===== src/rtl/assert_macros.svh =====
// assertion macros used by the allocator controller
`ifndef ASSERT_MACROS_SVH
`define ASSERT_MACROS_SVH

// same-cycle implication
`define ASSERT_SAME(label, clk, rst_n, ante, cons, msg) \
    label: assert property (@(posedge clk) disable iff (!rst_n) (ante) |-> (cons)) \
        else $error(msg);

// next-cycle implication
`define ASSERT_NEXT(label, clk, rst_n, ante, cons, msg) \
    label: assert property (@(posedge clk) disable iff (!rst_n) (ante) |=> (cons)) \
        else $error(msg);

`endif


===== src/rtl/dpia_pkg.sv =====
// shared types and constants of the dual pool index allocator
`timescale 1ns / 1ps

package dpia_pkg;

    localparam int OPCODE_W  = 1;
    localparam int SELECT_W  = 1;
    localparam int RELEASE_W = 7;
    localparam int GRANT_W   = 6;
    localparam int STATUS_W  = 2;
    localparam int NUM_POOLS = 2;

    localparam logic [OPCODE_W-1:0] OP_ALLOC   = 1'b0;
    localparam logic [OPCODE_W-1:0] OP_RELEASE = 1'b1;

    localparam logic [STATUS_W-1:0] ST_OK        = 2'd0;
    localparam logic [STATUS_W-1:0] ST_EXHAUSTED = 2'd1;
    localparam logic [STATUS_W-1:0] ST_REFUSED   = 2'd2;

    typedef struct packed {
        logic accept;
        logic load;
    } dpia_cmd_t;

endpackage


===== src/rtl/dpia_if.sv =====
// request and response channel interfaces of the allocator
`timescale 1ns / 1ps

interface dpia_req_if;
    logic                           valid;
    logic                           ready;
    logic [dpia_pkg::OPCODE_W-1:0]  opcode;
    logic [dpia_pkg::SELECT_W-1:0]  pool_select;
    logic [dpia_pkg::RELEASE_W-1:0] release_value;

    modport source (output valid, output opcode, output pool_select, output release_value,
                    input ready);
    modport sink (input valid, input opcode, input pool_select, input release_value,
                  output ready);
endinterface

interface dpia_rsp_if;
    logic                          valid;
    logic                          ready;
    logic [dpia_pkg::GRANT_W-1:0]  granted_value;
    logic [dpia_pkg::STATUS_W-1:0] status;

    modport source (output valid, output granted_value, output status, input ready);
    modport sink (input valid, input granted_value, input status, output ready);
endinterface


===== src/rtl/dpia_ctrl.sv =====
// controller state machine of the allocator
`timescale 1ns / 1ps
`include "assert_macros.svh"

module dpia_ctrl (
    input  logic                clk,
    input  logic                rst_n,
    input  logic                req_valid,
    output logic                req_ready,
    output logic                rsp_valid,
    input  logic                rsp_ready,
    output dpia_pkg::dpia_cmd_t cmd
);

    typedef enum logic {
        S_IDLE,
        S_RESULT
    } state_t;

    state_t state_reg, state_next;
    logic   out_valid_reg, out_valid_next;

    assign req_ready = (state_reg == S_IDLE);
    assign rsp_valid = out_valid_reg;

    always_comb
    begin
        state_next     = state_reg;
        out_valid_next = out_valid_reg;
        cmd.accept     = 1'b0;
        cmd.load       = 1'b0;
        if (out_valid_reg && rsp_ready)
        begin
            out_valid_next = 1'b0;
        end
        case (state_reg)
            S_IDLE:
            begin
                if (req_valid)
                begin
                    cmd.accept = 1'b1;
                    state_next = S_RESULT;
                end
            end
            S_RESULT:
            begin
                // output word register free or being emptied this cycle
                if (!out_valid_reg || rsp_ready)
                begin
                    cmd.load       = 1'b1;
                    out_valid_next = 1'b1;
                    state_next     = S_IDLE;
                end
            end
            default:
            begin
                state_next = S_IDLE;
            end
        endcase
    end

    always_ff @(posedge clk or negedge rst_n)
    begin
        if (!rst_n)
        begin
            state_reg     <= S_IDLE;
            out_valid_reg <= 1'b0;
        end
        else
        begin
            state_reg     <= state_next;
            out_valid_reg <= out_valid_next;
        end
    end

    `ASSERT_NEXT(a_accept_to_result, clk, rst_n, cmd.accept, state_reg == S_RESULT, "accepted word did not move to result state")
    `ASSERT_NEXT(a_load_sets_valid, clk, rst_n, cmd.load, out_valid_reg, "loaded result not presented")
    `ASSERT_NEXT(a_stall_holds, clk, rst_n, (state_reg == S_RESULT) && out_valid_reg && !rsp_ready, state_reg == S_RESULT, "pending result dropped while output stalled")

endmodule


===== src/rtl/dpia_datapath.sv =====
// pool registers, free-number memory and result registers of the allocator
`timescale 1ns / 1ps

module dpia_datapath #(
    parameter int POOL_SIZE = 64
) (
    input  logic                           clk,
    input  logic                           rst_n,
    input  dpia_pkg::dpia_cmd_t            cmd,
    input  logic [dpia_pkg::OPCODE_W-1:0]  opcode,
    input  logic [dpia_pkg::SELECT_W-1:0]  pool_select,
    input  logic [dpia_pkg::RELEASE_W-1:0] release_value,
    output logic [dpia_pkg::GRANT_W-1:0]   granted_value,
    output logic [dpia_pkg::STATUS_W-1:0]  status
);

    localparam int PTR_W   = $clog2(POOL_SIZE);
    localparam int CNT_W   = $clog2(POOL_SIZE + 1);
    localparam int ADDR_W  = PTR_W + dpia_pkg::SELECT_W;
    localparam int DEPTH   = 2 ** ADDR_W;
    localparam int CMP_W   = (CNT_W > dpia_pkg::RELEASE_W) ? CNT_W : dpia_pkg::RELEASE_W;
    localparam int GRANT_W = dpia_pkg::GRANT_W;
    localparam logic [PTR_W-1:0] PTR_LAST = PTR_W'(POOL_SIZE - 1);

    // per-pool control registers; wrapped marks that every ring entry has been written
    logic [PTR_W-1:0] take_reg    [dpia_pkg::NUM_POOLS];
    logic [PTR_W-1:0] put_reg     [dpia_pkg::NUM_POOLS];
    logic [CNT_W-1:0] in_use_reg  [dpia_pkg::NUM_POOLS];
    logic             wrapped_reg [dpia_pkg::NUM_POOLS];

    logic [GRANT_W-1:0] mem [DEPTH];
    logic [GRANT_W-1:0] rdata_reg;

    logic [dpia_pkg::STATUS_W-1:0] stat_reg;
    logic                          from_mem_reg;
    logic                          grant_reg;
    logic [GRANT_W-1:0]            init_val_reg;
    logic [GRANT_W-1:0]            granted_reg;
    logic [dpia_pkg::STATUS_W-1:0] status_reg;

    logic [PTR_W-1:0]         take_cur, put_cur, take_adv, put_adv;
    logic [CNT_W-1:0]         in_use_cur;
    logic                     wrapped_cur;
    logic                     alloc_ok, release_ok, is_alloc;
    logic [CMP_W-1:0]         value_ext;
    logic [PTR_W+GRANT_W-1:0] take_ext;
    logic [dpia_pkg::STATUS_W-1:0] stat_next;

    assign take_cur    = take_reg[pool_select];
    assign put_cur     = put_reg[pool_select];
    assign in_use_cur  = in_use_reg[pool_select];
    assign wrapped_cur = wrapped_reg[pool_select];
    assign take_adv    = (take_cur == PTR_LAST) ? '0 : take_cur + 1'b1;
    assign put_adv     = (put_cur == PTR_LAST) ? '0 : put_cur + 1'b1;
    assign value_ext   = CMP_W'(release_value);
    assign take_ext    = {{GRANT_W{1'b0}}, take_cur};

    assign is_alloc   = (opcode == dpia_pkg::OP_ALLOC);
    assign alloc_ok   = is_alloc && (in_use_cur < CNT_W'(POOL_SIZE));
    assign release_ok = !is_alloc && (value_ext < CMP_W'(POOL_SIZE)) && (in_use_cur != '0);

    always_comb
    begin
        if (alloc_ok || release_ok)
        begin
            stat_next = dpia_pkg::ST_OK;
        end
        else if (is_alloc)
        begin
            stat_next = dpia_pkg::ST_EXHAUSTED;
        end
        else
        begin
            stat_next = dpia_pkg::ST_REFUSED;
        end
    end

    always_ff @(posedge clk or negedge rst_n)
    begin
        if (!rst_n)
        begin
            for (int p = 0; p < dpia_pkg::NUM_POOLS; p++)
            begin
                take_reg[p]    <= '0;
                put_reg[p]     <= '0;
                in_use_reg[p]  <= '0;
                wrapped_reg[p] <= 1'b0;
            end
        end
        else if (cmd.accept)
        begin
            if (alloc_ok)
            begin
                take_reg[pool_select]   <= take_adv;
                in_use_reg[pool_select] <= in_use_cur + 1'b1;
            end
            else if (release_ok)
            begin
                put_reg[pool_select]    <= put_adv;
                in_use_reg[pool_select] <= in_use_cur - 1'b1;
                if (put_cur == PTR_LAST)
                begin
                    wrapped_reg[pool_select] <= 1'b1;
                end
            end
        end
    end

    always_ff @(posedge clk)
    begin
        if (cmd.accept && release_ok)
        begin
            mem[{pool_select, put_cur}] <= release_value[GRANT_W-1:0];
        end
        if (cmd.accept && alloc_ok)
        begin
            rdata_reg <= mem[{pool_select, take_cur}];
        end
    end

    // request decision held until the result is loaded
    always_ff @(posedge clk)
    begin
        if (cmd.accept)
        begin
            stat_reg     <= stat_next;
            grant_reg    <= alloc_ok;
            // entries past the put pointer before its first wrap still hold their index
            from_mem_reg <= wrapped_cur || (take_cur < put_cur);
            init_val_reg <= take_ext[GRANT_W-1:0];
        end
        if (cmd.load)
        begin
            status_reg <= stat_reg;
            if (!grant_reg)
            begin
                granted_reg <= '0;
            end
            else if (from_mem_reg)
            begin
                granted_reg <= rdata_reg;
            end
            else
            begin
                granted_reg <= init_val_reg;
            end
        end
    end

    assign granted_value = granted_reg;
    assign status        = status_reg;

endmodule


===== src/rtl/dual_pool_index_allocator_core.sv =====
// Dual pool index allocator: two independent pools of entry numbers 0..POOL_SIZE-1, each a
// ring of free numbers with take and put pointers and an in-use count. An allocate word pops
// the number at the take pointer (status exhausted when all are in use); a release word pushes
// release_value at the put pointer (refused when out of range or nothing is in use). Every
// request word yields one response word. A request is accepted in the idle state and its
// response is loaded into the output register in the result state, which waits while the
// previous response is still held there; no request is taken before that load. Both rings
// live in the free-number memory (2 * 2**clog2(POOL_SIZE) words of 6 bits), which has a
// registered read port. A new request is taken while the previous response still waits on
// the output. No clearing pass runs after reset: unwritten entries read as their own index.
`timescale 1ns / 1ps

module dual_pool_index_allocator_core #(
    parameter int POOL_SIZE = 64
) (
    input  logic         clk,
    input  logic         rst_n,
    dpia_req_if.sink     req,
    dpia_rsp_if.source   rsp
);

    dpia_pkg::dpia_cmd_t cmd;

    dpia_ctrl u_ctrl (
        .clk       (clk),
        .rst_n     (rst_n),
        .req_valid (req.valid),
        .req_ready (req.ready),
        .rsp_valid (rsp.valid),
        .rsp_ready (rsp.ready),
        .cmd       (cmd)
    );

    dpia_datapath #(
        .POOL_SIZE (POOL_SIZE)
    ) u_datapath (
        .clk           (clk),
        .rst_n         (rst_n),
        .cmd           (cmd),
        .opcode        (req.opcode),
        .pool_select   (req.pool_select),
        .release_value (req.release_value),
        .granted_value (rsp.granted_value),
        .status        (rsp.status)
    );

endmodule


===== src/flat_wrapper.sv =====
// flat-port wrapper written by rule: the top's interface ports become plain ports
module dual_pool_index_allocator_core_flat 
#(
    parameter int POOL_SIZE = 64
)
  (clk, rst_n, req_valid, req_opcode, req_pool_select, req_release_value, req_ready, rsp_valid, rsp_granted_value, rsp_status, rsp_ready);
  dpia_req_if req_i ();
  dpia_rsp_if rsp_i ();
  input  logic clk;
  input  logic rst_n;
  input wire logic [$bits(req_i.valid)-1:0] req_valid;
  input wire logic [$bits(req_i.opcode)-1:0] req_opcode;
  input wire logic [$bits(req_i.pool_select)-1:0] req_pool_select;
  input wire logic [$bits(req_i.release_value)-1:0] req_release_value;
  output wire logic [$bits(req_i.ready)-1:0] req_ready;
  output wire logic [$bits(rsp_i.valid)-1:0] rsp_valid;
  output wire logic [$bits(rsp_i.granted_value)-1:0] rsp_granted_value;
  output wire logic [$bits(rsp_i.status)-1:0] rsp_status;
  input wire logic [$bits(rsp_i.ready)-1:0] rsp_ready;
  assign req_i.valid = req_valid;
  assign req_i.opcode = req_opcode;
  assign req_i.pool_select = req_pool_select;
  assign req_i.release_value = req_release_value;
  assign req_ready = req_i.ready;
  assign rsp_valid = rsp_i.valid;
  assign rsp_granted_value = rsp_i.granted_value;
  assign rsp_status = rsp_i.status;
  assign rsp_i.ready = rsp_ready;
  dual_pool_index_allocator_core #(.POOL_SIZE(POOL_SIZE)) u_core (.clk(clk), .rst_n(rst_n), .req(req_i), .rsp(rsp_i));
endmodule

===== config.mk =====
export PLATFORM = sky130hd
export DESIGN_NAME = dual_pool_index_allocator_core_flat
export DESIGN_NICKNAME = d
export VERILOG_FILES = /design/src/rtl/dpia_pkg.sv /design/src/rtl/dpia_if.sv /design/src/rtl/dpia_ctrl.sv /design/src/rtl/dpia_datapath.sv /design/src/rtl/dual_pool_index_allocator_core.sv /design/src/flat_wrapper.sv
export VERILOG_INCLUDE_DIRS = /design/src /design/src/rtl
export SDC_FILE = /design/constraint.sdc
export NUM_CORES = 1
export LEC_CHECK = 0
export ABC_AREA = 0
export BUFFER_PORTS_ARGS = -buffer_cell sky130_fd_sc_hd__clkbuf_2
export CELL_PAD_IN_SITES_DETAIL_PLACEMENT = 1
export CELL_PAD_IN_SITES_GLOBAL_PLACEMENT = 1
export CORE_UTILIZATION = 38
export CTS_BUF_LIST = sky130_fd_sc_hd__clkbuf_16
export CTS_CLUSTER_SIZE = 8
export DETAILED_ROUTE_END_ITERATION = 7
export HOLD_SLACK_MARGIN = 0.05
export PLACE_DENSITY = 0.7
export SLEW_MARGIN = 5
export SYNTH_ARGS = -nofsm -noshare
export SYNTH_HDL_FRONTEND = slang
export SYNTH_HIERARCHICAL = 1
export SYNTH_SLANG_ARGS = --single-unit
export TNS_END_PERCENT = 30

===== constraint.sdc =====
create_clock -name clk -period 3.1 [get_ports clk]
set_clock_uncertainty 0.15 [all_clocks]
set_input_delay 0.465 -clock clk [delete_from_list [all_inputs] [get_ports clk]]
set_output_delay 0.465 -clock clk [all_outputs]
set_load 0.03 [all_outputs]

==> impl_metrics.yaml, run 1 <==
synthesis:
  synth-seq-area-share_pct: 73.2
  netlist_instances: 2590
  synth_ff_type: "edfxtp_1"
  yosys_warnings: 6
  synth_cell_type_count: 58
  syn-num-nets: 2613
  avgSynthCellArea_sq_um: 13.1
  ys_ff_latch: 834
  syn-cell-area_sq_um: 33900
  synth_edf_count: 792
  async_flop_share_pct: 5.04
setup_path:
  worst-r2r-setup-slack_ps: 110
  path_max_fanout: 24
  cp.arrival_ps: 3250
  ff2ff_path_depth: 12
  startpoint_type: "register"
  worst_r2r_endpoint: "u_core/u_datapath/rdata_reg[4]$_DFFE_PN_"
  crit_type: "reg -> reg"
  endpoint_kind: "register"
  timing.rr.start: "u_core/u_datapath/take_reg[6]$_DFFE_PN0P_"
  crit_required_ps: 3360
cts:
  htreeDepth: 3
  clock_sinks: 834
  cts-root-buf: "clkbuf_16"
  clk_path_buf_depth: 3
  tritoncts: "done"
  insertion_delay_ps: 680
  cts-buffers-inserted: 114
  clkTransAtPathRegs_ps: 60
route:
  drc: 0
  vias: 23300
  first_pass_iters: 5
  drtAntennaViolNets: 0
  wl_mm: 105
  first_iter_violations: 2337
  post_drt_wl_per_cell_um: 25.5
  viasPerCell: 5.63
layout:
  areaGrowthSynthToFinish_pct: 22.0
  layout.nets: 2934
  largest-register: "u_core/u_datapath/mem"
  largest_reg_flops: 768
  n_fill_cell: 8970
  layout-drive-gt1-share_pct: 18.9
  n_antenna_cell: 0
global_route:
  grt_start_max_net_pins: 129
  grt-ovfl-total: 0
  met3_usage_pct: 3.88
  grt_pass1_wl_mm: 159
  grtUsageTotal_pct: 23.5
  grt_most_used_layer: "met2"
  first_global_vias: 24900
  grtUsageMet1_pct: 30.7
  use_met2_pct: 39.1
  antenna_found_initial: 7
pwr:
  peakVddDrop_mv: 0.630
  power.total_w: 0.0352
  p_per_area_nw_per_um2: 852
  power.share.clock_pct: 31.8
  seqPwrFrac_pct: 36.6
  p_sw_w: 0.0118
  intPower_w: 0.0234
  p_leak_nw: 14.8
  swShare_pct: 33.6
  combPwrFrac_pct: 31.6
place:
  preCtsSetupSlack_ps: -535
  port_buffers: 22
  hpwl_mm: 68.4
  gp_congestion: 0.911
timing:
  slew_headroom_pct: 27.2
  fin_crit_ps: 2990
  finalCritPeriodShare_pct: 96.5
  rsz0062_at_grt: "false"
  max_freq_mhz: 334
  setup_viol: 0
  tightestPinTransition_ps: 1090
  finalHoldViolCount: 0
  timing.setup.tns_ps: 0
  setup_ws_ps: 110
  drv_slew: 0
job:
  maxCapViolCount: 0
run_status:
  status: "finished clean"
die:
  ios: 23
  die_w_um: 301
  start_util_pct: 38.4
  dieArea_sq_um: 90400
  std_cell_rows: 109
  fp.dieH_um: 301
  core_area_sq_um: 88400
hold_path:
  holdCritStartpoint: "req_release_value[2]"
  worst_hold_path_type: "in -> reg"
  worstHoldEndpoint: "u_core/u_datapath/mem[59][2]$_DFFE_PP_"
  hold_path_depth: 1
synth_stat cells, types with 9 or more instances:
cell type	number	share of area [%]
clkbuf_1	53	0.59
nor2b_1	14	0.26
o22ai_1	10	0.18
buf_2	60	0.89
edfxtp_1	792	70
a211oi_1	13	0.29
mux2i_1	74	2.2
xnor2_1	11	0.28
nor2_1	158	1.7
a32o_1	20	0.59
nand3_1	280	4.1
dfrtp_1	42	3.1
ha_1	10	0.37
buf_1	32	0.35
a21oi_1	65	0.96
a31oi_1	41	0.76
nand4_1	17	0.31
a32oi_1	9	0.23
inv_1	13	0.14
o21ai_0	48	0.71
mux4_2	19	1.3
nand2_1	676	7.5
a311oi_1	12	0.31
and3_1	19	0.35
through the flow:
stage | instance area (sq um) | hold WS, ps | instances | utilization [%]
after detailed placement | 38100 | 262 | 3957 | 43.1
after floorplan | 34200 | 19.4 | 2590 | -
after CTS | 41400 | 95.7 | 4134 | 46.8
after global routing | 41400 | 105 | 4133 | 46.8
after global placement | 38100 | 260 | 3957 | 43.1
final | 41400 | 105 | 4133 | 46.8
power groups by stage:
stage / clock, W / sequential, W / combinational (W)
floorplan: 0 / 0.0130 / 0.00582
CTS: 0.0114 / 0.0129 / 0.0111
global placement: 0 / 0.0131 / 0.0106
global route: 0.0118 / 0.0129 / 0.0118
detailed placement: 0 / 0.0131 / 0.0109
finish: 0.0112 / 0.0129 / 0.0111
area by class of cell:
class	count	area (sq um)	share of cell area [%]
Sequential cell	834	24800	60.0
Multi-Input combinational cell	1585	8580	20.7
Timing Repair Buffer	359	3230	7.80
Clock buffer	115	2880	6.96
Tap cell	1165	1460	3.52
Clock inverter	58	312	0.753
Inverter	17	72.6	0.175
critical path: stages, from the launching register on:
cell and delay, ps:
dfrtp_1 400, mux2i_4 250, inv_8 160, buf_12 210, buf_12 150, nand2_1 70, nand3_1 150, nand4_1 180
o21ai_0 150, buf_4 180, a211oi_2 330, buf_4 210, a32oi_1 80
logic make-up (layout without fill, tap and decap cells):
family / after synthesis / count (layout) / share of synthesized area (%)
adders and majority gates: 10 / 10 / 0.369
xor gates and xnor gates: 15 / 15 / 0.387
and+or+nand+nor: 1200 / 1200 / 15.0
DFF: 834 / 834 / 73.2
muxes: 101 / 101 / 3.74
buffers and inverters: 171 / 549 / 2.26
AOI/OAI and AO/OA: 259 / 259 / 5.04
per-layer routing:
metal / up-vias / part of all wire, %
met3: 212 / 6.4
met2: 837 / 49
met5: - / 0.060
met4: 12 / 3.5
li1: 10100 / -
met1: 12100 / 41
timing repair:
item | in CTS | in global routing
endpoints found under the hold margin | 46 | 0
setup endpoints to repair | 1 | 3
buffers inserted | 0 | 0
hold buffers | 4 | 0
gates resized for setup | 1 | 3
cells in the final DEF, fill, tap and decap left out, types with 21 or more instances in the layout:
| cell | count |
|---|---|
| clkbuf_16 | 115 |
| mux2i_1 | 73 |
| inv_1 | 64 |
| nand2_1 | 676 |
| buf_4 | 294 |
| a31oi_1 | 41 |
| dfrtp_1 | 42 |
| buf_12 | 45 |
| o21ai_0 | 46 |
| a21oi_1 | 65 |
| nand3_1 | 278 |
| edfxtp_1 | 792 |
| nor2_1 | 118 |
| nor2_2 | 21 |
worst max-delay path by stage:
stage,cells past startpoint,slack (ps),end,start
2_1_floorplan,12,-90,u_core/u_datapath/mem[108][0]$_DFFE_PP_,req_pool_select
3_3_place_gp,13,-500,u_core/u_datapath/rdata_reg[4]$_DFFE_PN_,req_pool_select
3_5_place_dp,10,-530,u_core/u_datapath/rdata_reg[4]$_DFFE_PN_,req_pool_select
4_1_cts,12,30,u_core/u_datapath/rdata_reg[4]$_DFFE_PN_,u_core/u_datapath/take_reg[6]$_DFFE_PN0P_
5_1_grt,10,7,u_core/u_datapath/rdata_reg[5]$_DFFE_PN_,u_core/u_datapath/take_reg[0]$_DFFE_PN0P_
6_report,12,110,u_core/u_datapath/rdata_reg[4]$_DFFE_PN_,u_core/u_datapath/take_reg[6]$_DFFE_PN0P_
Power figures use the tool's default switching activity.
==> inputs of run 2 (changes only) <==
- CORE_ASPECT_RATIO: not set -> 1.4
==> run 2 against run 1 <==
Net effect: cell area down 0.12%; highest routed layer is now met4; critical path depth down 2; sequential power about the same; fmax up 1.9%; total power down 1.1%; cell count about the same.
==> impl_metrics.yaml, run 2 (synthesis gave the netlist of run 1 again) <==
run_status:
  status: "finished clean"
layout:
  areaGrowthSynthToFinish_pct: 21.8
  n_fill_cell: 9051
  final-seq-area_sq_um: 24800
  layout-drive-gt1-share_pct: 19.3
  largest_reg_flops: 768
  largest-register: "u_core/u_datapath/mem"
  multiInputGateArea_sq_um: 8570
  layout_commonest_cell: "edfxtp_1"
  layout.nets: 2945
  fin_area_sq_um: 41300
  n_antenna_cell: 0
  final_cell_mix: "edfxtp_1 (792), nand2_1 (676), buf_4 (307)"
  finish.utilization_pct: 46.7
setup_path:
  path_max_fanout: 35
  worst_r2r_endpoint: "u_core/u_datapath/rdata_reg[4]$_DFFE_PN_"
  crit_path_end: "u_core/u_datapath/rdata_reg[4]$_DFFE_PN_"
  endpoint_kind: "register"
  timing.rr.start: "u_core/u_datapath/take_reg[0]$_DFFE_PN0P_"
  worst-r2r-setup-slack_ps: 170
  startpoint_type: "register"
  ff2ff_path_depth: 10
  crit_type: "reg -> reg"
  cp.arrival_ps: 3320
  worstSetupStartpoint: "u_core/u_datapath/take_reg[0]$_DFFE_PN0P_"
  crit_required_ps: 3490
timing:
  timing.setup.tns_ps: 0
  setup_viol: 0
  drv_slew: 0
  max_freq_mhz: 341
  whs_ps: 188
  fin_crit_ps: 2930
  finalCritPeriodShare_pct: 94.7
  slew_headroom_pct: 24.2
  rsz0062_at_grt: "false"
  finalHoldViolCount: 0
  tightestPinTransition_ps: 1140
route:
  first_pass_iters: 5
  drc: 0
  first_iter_violations: 1676
  vias: 22800
  wl_mm: 103
  drtAntennaViolNets: 0
  post_drt_wl_per_cell_um: 25.1
  viasPerCell: 5.52
global_route:
  grt_most_used_layer: "met2"
  use_met2_pct: 42.0
  grt_pass1_wl_mm: 154
  grtUsageTotal_pct: 23.1
  grtUsageMet1_pct: 25.9
  grt_start_max_net_pins: 71
  antenna_found_initial: 0
  grt-ovfl-total: 0
  first_global_vias: 24700
  met3_usage_pct: 3.59
die:
  ios: 23
  die_w_um: 254
  std_cell_rows: 129
  core_area_sq_um: 88400
  start_util_pct: 38.3
  dieArea_sq_um: 90500
  fp.dieH_um: 355
job:
  maxCapViolCount: 0
cts:
  tritoncts: "done"
  cts_setup_buffers: 0
  clk_path_buf_depth: 3
  cts-buffers-inserted: 114
  insertion_delay_ps: 690
  cts-root-buf: "clkbuf_16"
  clock_sinks: 834
  htreeDepth: 3
  clkTransAtPathRegs_ps: 50
place:
  placed_area_sq_um: 38200
  gp_congestion: 0.875
  hpwl_mm: 68.3
  port_buffers: 22
pwr:
  p_leak_nw: 14.7
  peakVddDrop_mv: 0.439
  p_per_area_nw_per_um2: 843
hold_path:
  worst_hold_path_type: "in -> reg"
-- run 2: cell count changes in the layout (fill, tap and decap cells not counted), moves of 2 or more --
cell       before  now
buf_12         45   42
inv_1          64   36
buf_4         294  307
o21ai_1         6    4
clkbuf_16     115  117
o21ai_0        46   48
-- run 2: metrics by stage --
stage	setup slack [ps]	total power, W	instances
after detailed placement	-304	0.0238	3980
after floorplan	-92.1	0.0189	2590
after global placement	-264	0.0235	3980
after global routing	106	0.0361	4130
final	165	0.0348	4130
after CTS	212	0.0350	4130
-- run 2: area by class of cell --
cell class / instances / area share, %
sequential: 834 / 60.1
multi-input combinational: 1585 / 20.7
timing repair buffer: 370 / 7.93
clock buffer: 117 / 7.09
tap: 1179 / 3.57
clock inverter: 28 / 0.376
inverter: 17 / 0.176
-- run 2: critical path, cell delays in order, from the launching register on --
cell and delay, ps:
dfrtp_1 380, mux2i_4 100, buf_12 150, inv_8 160, buf_12 260, buf_12 210, mux2i_1 130, a222oi_1 650
a211oi_1 180, buf_4 190, a32oi_1 160
-- run 2: where the power goes --
part	internal, W	total, W	switching (W)
Clock	0.00658	0.0110	0.00446
Combinational	0.00402	0.0109	0.00686
Sequential	0.0127	0.0129	0.000228
-- run 2: worst min-delay path by stage --
stage	from	end	slack, ps	cells after the start
after CTS	req_release_value[3]	u_core/u_datapath/mem[35][3]$_DFFE_PP_	180	1
after floorplan	rst_n	u_core/u_ctrl/rsp_valid$_DFF_PN0_	20	0
after detailed placement	u_core/u_datapath/stat_reg[1]$_SDFFCE_PN0P_	u_core/u_datapath/status[1]$_DFFE_PP_	260	0
after global placement	u_core/u_datapath/stat_reg[1]$_SDFFCE_PN0P_	u_core/u_datapath/status[1]$_DFFE_PP_	250	0
after global routing	req_release_value[3]	u_core/u_datapath/mem[57][3]$_DFFE_PP_	210	1
final	req_release_value[3]	u_core/u_datapath/mem[35][3]$_DFFE_PP_	190	1
-- run 2: what timing repair did --
item,CTS,global route
hold buffers,5,0
gates resized for setup,0,0
endpoints found under the hold margin,68,0
-- run 2: layer usage --
layer | share of wire [%] | vias up
met1 | 37 | 11700
met2 | 53 | 753
met3 | 5.0 | 230
met4 | 5.0 | 0
li1 | - | 10100
met5 | 0 | -
